$ cat config.mk
export PLATFORM = sky130hd
export DESIGN_NAME = tcce_ctrl
export DESIGN_NICKNAME = d
export VERILOG_FILES = /design/src/rtl/core/tcce_pkg.sv /design/src/rtl/core/tcce_ctrl.sv
export SDC_FILE = /design/constraint.sdc
export NUM_CORES = 1
export LEC_CHECK = 0
export BUFFER_PORTS_ARGS = -buffer_cell sky130_fd_sc_hd__buf_2
export CAP_MARGIN = 20
export CORE_MARGIN = 8
export CORE_UTILIZATION = 30
export CTS_CLUSTER_DIAMETER = 30
export DETAILED_ROUTE_END_ITERATION = 16
export PLACE_DENSITY = 0.6
export RECOVER_POWER = 50
export SYNTH_ARGS = -nofsm -noshare
export SYNTH_HDL_FRONTEND = slang
export SYNTH_SLANG_ARGS = --single-unit
$ cat constraint.sdc
create_clock -name clk -period 1.6 [get_ports clk]
set_input_delay 0.08 -clock clk [delete_from_list [all_inputs] [get_ports clk]]
set_output_delay 0.08 -clock clk [all_outputs]
set_load 0.005 [all_outputs]
$ cat src/rtl/core/tcce_pkg.sv
// Shared constants, types and codes for the text console cursor editor.
`default_nettype none

package tcce_pkg;

  localparam int COLUMNS      = 80;
  localparam int ROWS         = 25;
  localparam int SCREEN_CELLS = COLUMNS * ROWS;
  // One extra invisible cell sits just past the last visible cell.
  localparam int ADDR_W       = $clog2(SCREEN_CELLS + 1);
  localparam int CURSOR_W     = 11;
  localparam int INDEX_W      = 11;
  localparam int BYTE_W       = 8;
  localparam int CELL_W       = 2 * BYTE_W;
  localparam int OP_W         = 4;
  localparam int CFG_IDX_W    = 2;

  typedef logic [ADDR_W-1:0]    addr_t;
  typedef logic [CURSOR_W-1:0]  cursor_t;
  typedef logic [INDEX_W-1:0]   index_t;
  typedef logic [BYTE_W-1:0]    byte_t;
  typedef logic [CELL_W-1:0]    cell_t;
  typedef logic [OP_W-1:0]      op_t;
  typedef logic [CFG_IDX_W-1:0] cfg_idx_t;

  localparam op_t OP_WRITE  = 4'd0;
  localparam op_t OP_PUT    = 4'd1;
  localparam op_t OP_CLEAR  = 4'd2;
  localparam op_t OP_LEFT   = 4'd3;
  localparam op_t OP_RIGHT  = 4'd4;
  localparam op_t OP_UP     = 4'd5;
  localparam op_t OP_DOWN   = 4'd6;
  localparam op_t OP_DELETE = 4'd7;
  localparam op_t OP_BKSP   = 4'd8;
  localparam op_t OP_READ   = 4'd9;

  localparam cfg_idx_t CFG_PUT_COLOR   = 2'd0;
  localparam cfg_idx_t CFG_CURSOR_MARK = 2'd1;
  localparam cfg_idx_t CFG_PLAIN_ATTR  = 2'd2;

  localparam byte_t PUT_COLOR_RST   = 8'd15;
  localparam byte_t CURSOR_MARK_RST = 8'd232;
  localparam byte_t PLAIN_ATTR_RST  = 8'd15;

  typedef enum logic [4:0] {
    S_INIT,
    S_IDLE,
    S_PUT,
    S_MARK_RD,
    S_MARK_WR,
    S_OLD_RD,
    S_OLD_WR,
    S_NEW_RD,
    S_NEW_WR,
    S_DEL_START,
    S_DEL_SHIFT,
    S_DEL_LAST,
    S_CLR,
    S_READ_RD,
    S_READ_CAP,
    S_DONE
  } state_t;

  typedef enum logic [4:0] {
    CMD_NONE,
    CMD_ACCEPT,
    CMD_INIT_WR,
    CMD_PUT_WR,
    CMD_MARK_RD,
    CMD_MARK_WR,
    CMD_OLD_RD,
    CMD_OLD_WR,
    CMD_NEW_RD,
    CMD_NEW_WR,
    CMD_DEL_START,
    CMD_DEL_SHIFT,
    CMD_DEL_LAST,
    CMD_CLR_WR,
    CMD_RD_CELL,
    CMD_RD_CAPTURE,
    CMD_LOAD_OUT
  } cmd_t;

  typedef struct packed {
    logic blocked;         // move or backspace on the input beat hits a bound
    logic near_end;        // cursor on the last visible cell or beyond
    logic ptr_shift_last;  // shift pointer at the last cell that receives a copy
    logic ptr_clr_last;    // clear pointer at the last visible cell
    logic ptr_init_last;   // init pointer at the invisible cell
    logic out_free;        // output register can take a result this cycle
  } status_t;

endpackage

`default_nettype wire

$ cat src/rtl/core/tcce_ctrl.sv
// Controller state machine that sequences each operation over the cell store.
`default_nettype none

module tcce_ctrl (
  input  wire                     clk,
  input  wire                     rst,
  input  wire                     in_valid,
  input  wire tcce_pkg::op_t      op,
  input  wire tcce_pkg::status_t  status,
  output logic                    in_stall,
  output tcce_pkg::cmd_t          cmd
);

  tcce_pkg::state_t state;
  tcce_pkg::state_t state_next;
  tcce_pkg::op_t    op_q;
  tcce_pkg::op_t    op_q_next;

  always_ff @(posedge clk) begin
    if (rst) begin
      state <= tcce_pkg::S_INIT;
      op_q  <= tcce_pkg::OP_WRITE;
    end else begin
      state <= state_next;
      op_q  <= op_q_next;
    end
  end

  // Next state.
  always_comb begin
    state_next = state;
    op_q_next  = op_q;
    case (state)
      tcce_pkg::S_INIT: begin
        if (status.ptr_init_last) state_next = tcce_pkg::S_IDLE;
      end
      tcce_pkg::S_IDLE: begin
        if (in_valid) begin
          op_q_next = op;
          if (status.blocked) begin
            state_next = tcce_pkg::S_DONE;
          end else begin
            case (op)
              tcce_pkg::OP_WRITE, tcce_pkg::OP_PUT: state_next = tcce_pkg::S_PUT;
              tcce_pkg::OP_CLEAR:                   state_next = tcce_pkg::S_CLR;
              tcce_pkg::OP_LEFT, tcce_pkg::OP_RIGHT, tcce_pkg::OP_UP,
              tcce_pkg::OP_DOWN, tcce_pkg::OP_BKSP: state_next = tcce_pkg::S_OLD_RD;
              tcce_pkg::OP_DELETE:                  state_next = tcce_pkg::S_DEL_START;
              tcce_pkg::OP_READ:                    state_next = tcce_pkg::S_READ_RD;
              default:                              state_next = tcce_pkg::S_DONE;
            endcase
          end
        end
      end
      tcce_pkg::S_PUT: begin
        state_next = (op_q == tcce_pkg::OP_PUT) ? tcce_pkg::S_MARK_RD : tcce_pkg::S_DONE;
      end
      tcce_pkg::S_MARK_RD:  state_next = tcce_pkg::S_MARK_WR;
      tcce_pkg::S_MARK_WR:  state_next = tcce_pkg::S_DONE;
      tcce_pkg::S_OLD_RD:   state_next = tcce_pkg::S_OLD_WR;
      tcce_pkg::S_OLD_WR:   state_next = tcce_pkg::S_NEW_RD;
      tcce_pkg::S_NEW_RD:   state_next = tcce_pkg::S_NEW_WR;
      tcce_pkg::S_NEW_WR: begin
        state_next = (op_q == tcce_pkg::OP_BKSP) ? tcce_pkg::S_DEL_START : tcce_pkg::S_DONE;
      end
      tcce_pkg::S_DEL_START: begin
        state_next = status.near_end ? tcce_pkg::S_DONE : tcce_pkg::S_DEL_SHIFT;
      end
      tcce_pkg::S_DEL_SHIFT: begin
        if (status.ptr_shift_last) state_next = tcce_pkg::S_DEL_LAST;
      end
      tcce_pkg::S_DEL_LAST: state_next = tcce_pkg::S_DONE;
      tcce_pkg::S_CLR: begin
        if (status.ptr_clr_last) state_next = tcce_pkg::S_DONE;
      end
      tcce_pkg::S_READ_RD:  state_next = tcce_pkg::S_READ_CAP;
      tcce_pkg::S_READ_CAP: state_next = tcce_pkg::S_DONE;
      tcce_pkg::S_DONE: begin
        if (status.out_free) state_next = tcce_pkg::S_IDLE;
      end
      default: state_next = tcce_pkg::S_INIT;
    endcase
  end

  // Commands to the datapath.
  always_comb begin
    in_stall = 1'b1;
    cmd      = tcce_pkg::CMD_NONE;
    case (state)
      tcce_pkg::S_INIT:      cmd = tcce_pkg::CMD_INIT_WR;
      tcce_pkg::S_IDLE: begin
        in_stall = 1'b0;
        if (in_valid) cmd = tcce_pkg::CMD_ACCEPT;
      end
      tcce_pkg::S_PUT:       cmd = tcce_pkg::CMD_PUT_WR;
      tcce_pkg::S_MARK_RD:   cmd = tcce_pkg::CMD_MARK_RD;
      tcce_pkg::S_MARK_WR:   cmd = tcce_pkg::CMD_MARK_WR;
      tcce_pkg::S_OLD_RD:    cmd = tcce_pkg::CMD_OLD_RD;
      tcce_pkg::S_OLD_WR:    cmd = tcce_pkg::CMD_OLD_WR;
      tcce_pkg::S_NEW_RD:    cmd = tcce_pkg::CMD_NEW_RD;
      tcce_pkg::S_NEW_WR:    cmd = tcce_pkg::CMD_NEW_WR;
      tcce_pkg::S_DEL_START: cmd = tcce_pkg::CMD_DEL_START;
      tcce_pkg::S_DEL_SHIFT: cmd = tcce_pkg::CMD_DEL_SHIFT;
      tcce_pkg::S_DEL_LAST:  cmd = tcce_pkg::CMD_DEL_LAST;
      tcce_pkg::S_CLR:       cmd = tcce_pkg::CMD_CLR_WR;
      tcce_pkg::S_READ_RD:   cmd = tcce_pkg::CMD_RD_CELL;
      tcce_pkg::S_READ_CAP:  cmd = tcce_pkg::CMD_RD_CAPTURE;
      tcce_pkg::S_DONE: begin
        if (status.out_free) cmd = tcce_pkg::CMD_LOAD_OUT;
      end
      default: cmd = tcce_pkg::CMD_NONE;
    endcase
  end

endmodule

`default_nettype wire

## After elaboration in Yosys (flattened, before gate mapping)

Memory sizes are Yosys's and may differ from the RTL's.
Index checks and enable logic that the tools add are counted.

| storage, ports and cells | value |
|---|---|
| register bits | 9 |
| ROM bits | 64 |
| input bits | 13 |
| output and inout port bits | 6 |
| logic and storage cells | 43 |
| memories | 1 |

| cells by class | value |
|---|---|
| eq/ne operators | 22 |
| multiplexer cells | 14 |
| reduce and logical (&&, ||, !) cells | 4 |

Memories:

| name | depth | bits a word | rd ports | clocked after Yosys merged registers in | write ports | RTL line | source |
|---|---|---|---|---|---|---|---|
| (name not given) | 16 | 4 | 1 | 0 | 0 | tcce_ctrl.sv:43 | `case (op)` |

Operators by type and width:

| kind | count |
|---|---|
| $pmux 5 s16 | 1 |
| $pmux 5 s14 | 1 |
| $eq 5x4->1 const B | 8 |
| $mux 5 | 7 |
| $eq 5x3->1 const B | 4 |
| $eq 5x2->1 const B | 2 |
| $ne 2x2->1 const B | 5 |
| $mux 3 | 2 |
| $eq 5x1->1 const B | 1 |
| $logic_not 5->1 | 1 |
| $reduce_and 5->1 | 1 |
| $eq 4x1->1 const B | 1 |
| $eq 4x4->1 const B | 1 |
| $mux 4 | 1 |
| $reduce_or 3->1 | 1 |
| $mux 1 | 2 |
| $reduce_and 2->1 | 1 |

## Longest topological paths before layout

An unclocked memory read counts as a cell.

| logic depth | value |
|---|---|
| word-level depth | 4 |
| gate-level depth with buffers | 6 |

## Worst setup path after synthesis

OpenSTA, ideal clock, no wires.

| path | value |
|---|---|
| path type | register to register |
| from | register state[3] |
| to | register state[3] |
| library setup time | 0.122 ns |
| arrival time | 1.468 ns |
| data required time | 1.478 ns |
| path slack | 0.010 ns |
| cell stages (with the launch flop) | 6 |
| cells stage by stage | dfxtp_1 -> buf_6 -> or4b_4 -> or2_4 -> a21o_1 -> o311a_1 |

| between the ends | value |
|---|---|
| word-level cells in the longest chain between the ends | 3 |
| elaborated cells on any way between the ends | 24 |
| those cells by class | 20 x eq/ne; 1 x mux; 3 x reduce/logical |

Ends and longest elaborated chain:

| element | RTL line | source |
|---|---|---|
| start: declaration | tcce_ctrl.sv:14 | `tcce_pkg::state_t state;` |
| start signal: assignment | tcce_ctrl.sv:21 | `state <= tcce_pkg::S_INIT;` |
| start signal: assignment | tcce_ctrl.sv:24 | `state <= state_next;` |
| $eq 5x4->1, or another cell as far along | tcce_ctrl.sv:33 | `case (state)` |
| $reduce_or 3->1 (no line) / $ne 2x2->1 (equally long branches) | -- |  |
| $pmux 5 s14 / $reduce_and 5->1 (equally long branches) | -- |  |

Parallel ways exist; a longest one is shown, timed or not.
A chain may end at the register's enable or synchronous reset.

## Final worst setup path

Same ends and word-level chain as after synthesis.

==> flow_summary.yaml <==
global_routing:
  grt_overflow: 0
  grt_usage_pct: 10.4
  antenna_found_initial: 0
  grt_start_max_net_pins: 16
  grt_pass1_wl_mm: 3.59
  grt_pass1_vias: 844
sta:
  tightest_slew_ps: 315
  setup_violations: 0
  tns_ps: 0
  hold_slack_ps: 98.1
  fin_crit_ps: 1530
  rsz0062_at_grt: "no"
  period_share_pct: 95.9
  hold_viol_final: 0
  fmax_ghz: 0.652
  finClkSkew_ps: 7.91
  drv_slew: 0
  relSlewSlack_pct: 78.9
  layout_setup_ws_ps: 66.4
clock_tree:
  cts_buffers: 3
  cts.path.max_buffers: 2
  cts_tree: "built"
  cts_sinks: 8
  clock-root-buffer: "clkbuf_4"
  postCtsHoldBufs: 0
  insertion_delay_ps: 260
  clk_pin_slew_ps: 60
  htree_levels: 1
final_layout:
  stdcell_area_sq_um: 895
  antenna_cells: 0
  nNetsFinal: 132
  final_common_cell: "buf_2"
  final_core_util_pct: 39.7
  syn2layout_area_growth_pct: 23.7
  drive_above_1_share_pct: 29.1
  final_cell_mix: "buf_2 (17), nor2_1 (11), nand2_1 (8), o21ai_0 (8), dfxtp_1 (6)"
  layoutNonFillerInstCount: 145
synthesis:
  synth_largest_area_cell: "dfxtp_1"
  syn-num-nets: 110
  ys.flop_type: "dfxtp_1"
  synth_area_sq_um: 723
  ys_async_sr_fraction_pct: 0
  synth_edf_count: 0
  synth_top_area_share_pct: 22.1
  syn-instance-count: 97
  avgSynthCellArea_sq_um: 7.46
  yosysUniqueCellTypes: 39
  yosysWarnings: 0
  synth_area_leaders: "dfxtp_1 (22%), o21ai_0 (6.2%), nor2_1 (5.7%)"
  ys_seq_area_share_pct: 22.1
  synth-seq-cells: 8
pwr:
  switchingPower_mw: 0.631
  p_per_area_nw_per_um2: 1610
  cell_internal_pwr_mw: 0.805
  finalPower_mw: 1.44
  p_clk_share_pct: 10.9
  leakagePower_nw: 0.403
  switching_share_pct: 43.9
  irDropWorstVdd_uv: 663
  power_frac_seq_pct: 22.5
  p_comb_share_pct: 66.6
placed_design:
  place_congestion: 0.796
  pre_cts_ws_ps: 61.8
  dpl_cell_area_sq_um: 852
  post-place-cells: 141
  dp_hpwl_mm: 1.63
  io_buffer_count: 18
drt:
  wl_mm: 2.13
  drt_iter0_drc: 42
  wl_per_cell_microns: 14.7
  vias_per_cell: 5.52
  vias: 800
  firstDrtPassIters: 4
  ant_nets: 0
  drc: 0
setup_path:
  cp.arrival_ps: 1680
  cpLargestDelayFamily: "simple AND/OR/NAND/NOR gates"
  critical_path.max_stage_delay_ps: 560
  crit_path_start_kind: "flip-flop"
  slowest_stage: "or4b_4"
  critical_path.cell_chain: "or4b_4 > or2_4 > a21o_1 > o311a_1"
  worstPathMaxFanout: 4
  cp-end-kind: "flip-flop"
  criticalPathCategory: "flip-flop to flip-flop"
  critical_path_required_ps: 1750
  crit_buf_inv: 0
die:
  start_util_pct: 32.1
  ioPinCount: 19
  die_w_microns: 65.1
  die_h_microns: 65.1
  dieArea_sq_um: 4240
  rows: 17
  core_area_sq_um: 2250
job:
  cap_viol_max_count: 0
run_status:
  status: "finished, final reports clean"
hold_path:
  min-delay-path-class: "input port to flip-flop"
[layer usage]
metal | track usage [%] | wire [microns] | vias to the layer above
li1 | - | - | 398
met1 | 12.1 | 979 | 382
met2 | 17.6 | 1010 | 16
met3 | 3.39 | 109 | 4
met4 | 3.27 | 23 | 0
met5 | 0 | 0 | -
[flip-flops by register name, summed over array words and instances, names as in the netlist]
register and cells:
state 4, op_q 4
[logic make-up after synthesis]
kind of cell           Yosys count  share of synthesized area [%]
multiplexers                     4                           5.54
buffers and inverters           11                           7.26
AO/OA/AOI/OAI                   26                           24.7
AND/OR/NAND/NOR                 44                           35.5
XOR/XNOR                         4                           4.84
flip-flops                       8                           22.1
[final timing paths]
kind | from | slack [ps] | cells past startpoint | to
worst min register to register | op_q[0] | 510 | 2 | op_q[0]
worst max-delay path | state[3] | 70 | 4 | state[3]
worst min-delay path | rst | 100 | 2 | state[2]
worst max register to register | state[3] | 70 | 4 | state[3]
[final cells by class]
| cell class | count | area (sq um) |
|---|---|---|
| clock buffers | 3 | 22.5 |
| fillers | 255 | 1360 |
| inverters | 3 | 11.3 |
| multi-input cells | 78 | 520 |
| flip-flops and latches | 8 | 163 |
| well taps | 28 | 35.0 |
| repair buffers | 25 | 143 |
[synth_stat cells (all sizes together) (2+ instances only)]
| cell type | instances |
|---|---|
| o21ai | 9 |
| nor3b | 2 |
| xnor2 | 4 |
| buf | 5 |
| mux2i | 4 |
| and4 | 2 |
| a21oi | 2 |
| nand2 | 8 |
| dfxtp | 8 |
| a21o | 3 |
| nor3 | 3 |
| nand3 | 3 |
| nor2 | 11 |
| inv | 3 |
| or4b | 3 |
| nor2b | 3 |
| clkbuf | 3 |
| and3b | 2 |
| a311oi | 3 |
[power groups by stage]
| stage | clock [mW] | sequential (mW) | combinational (mW) |
|---|---|---|---|
| finish | 0.156 | 0.323 | 0.957 |
| global route | 0.169 | 0.335 | 1.06 |
| CTS | 0.162 | 0.316 | 0.952 |
| detailed placement | 0 | 0.319 | 0.930 |
| global placement | 0 | 0.317 | 0.913 |
| floorplan | 0 | 0.288 | 0.678 |
[repair_timing]
action / CTS / global route
setup buffers: 0 / 1
gates resized for setup: 2 / 4
pin swaps: 0 / 1
setup endpoints to repair: 1 / 3
No activity file was read; power rests on OpenSTA's default activity.
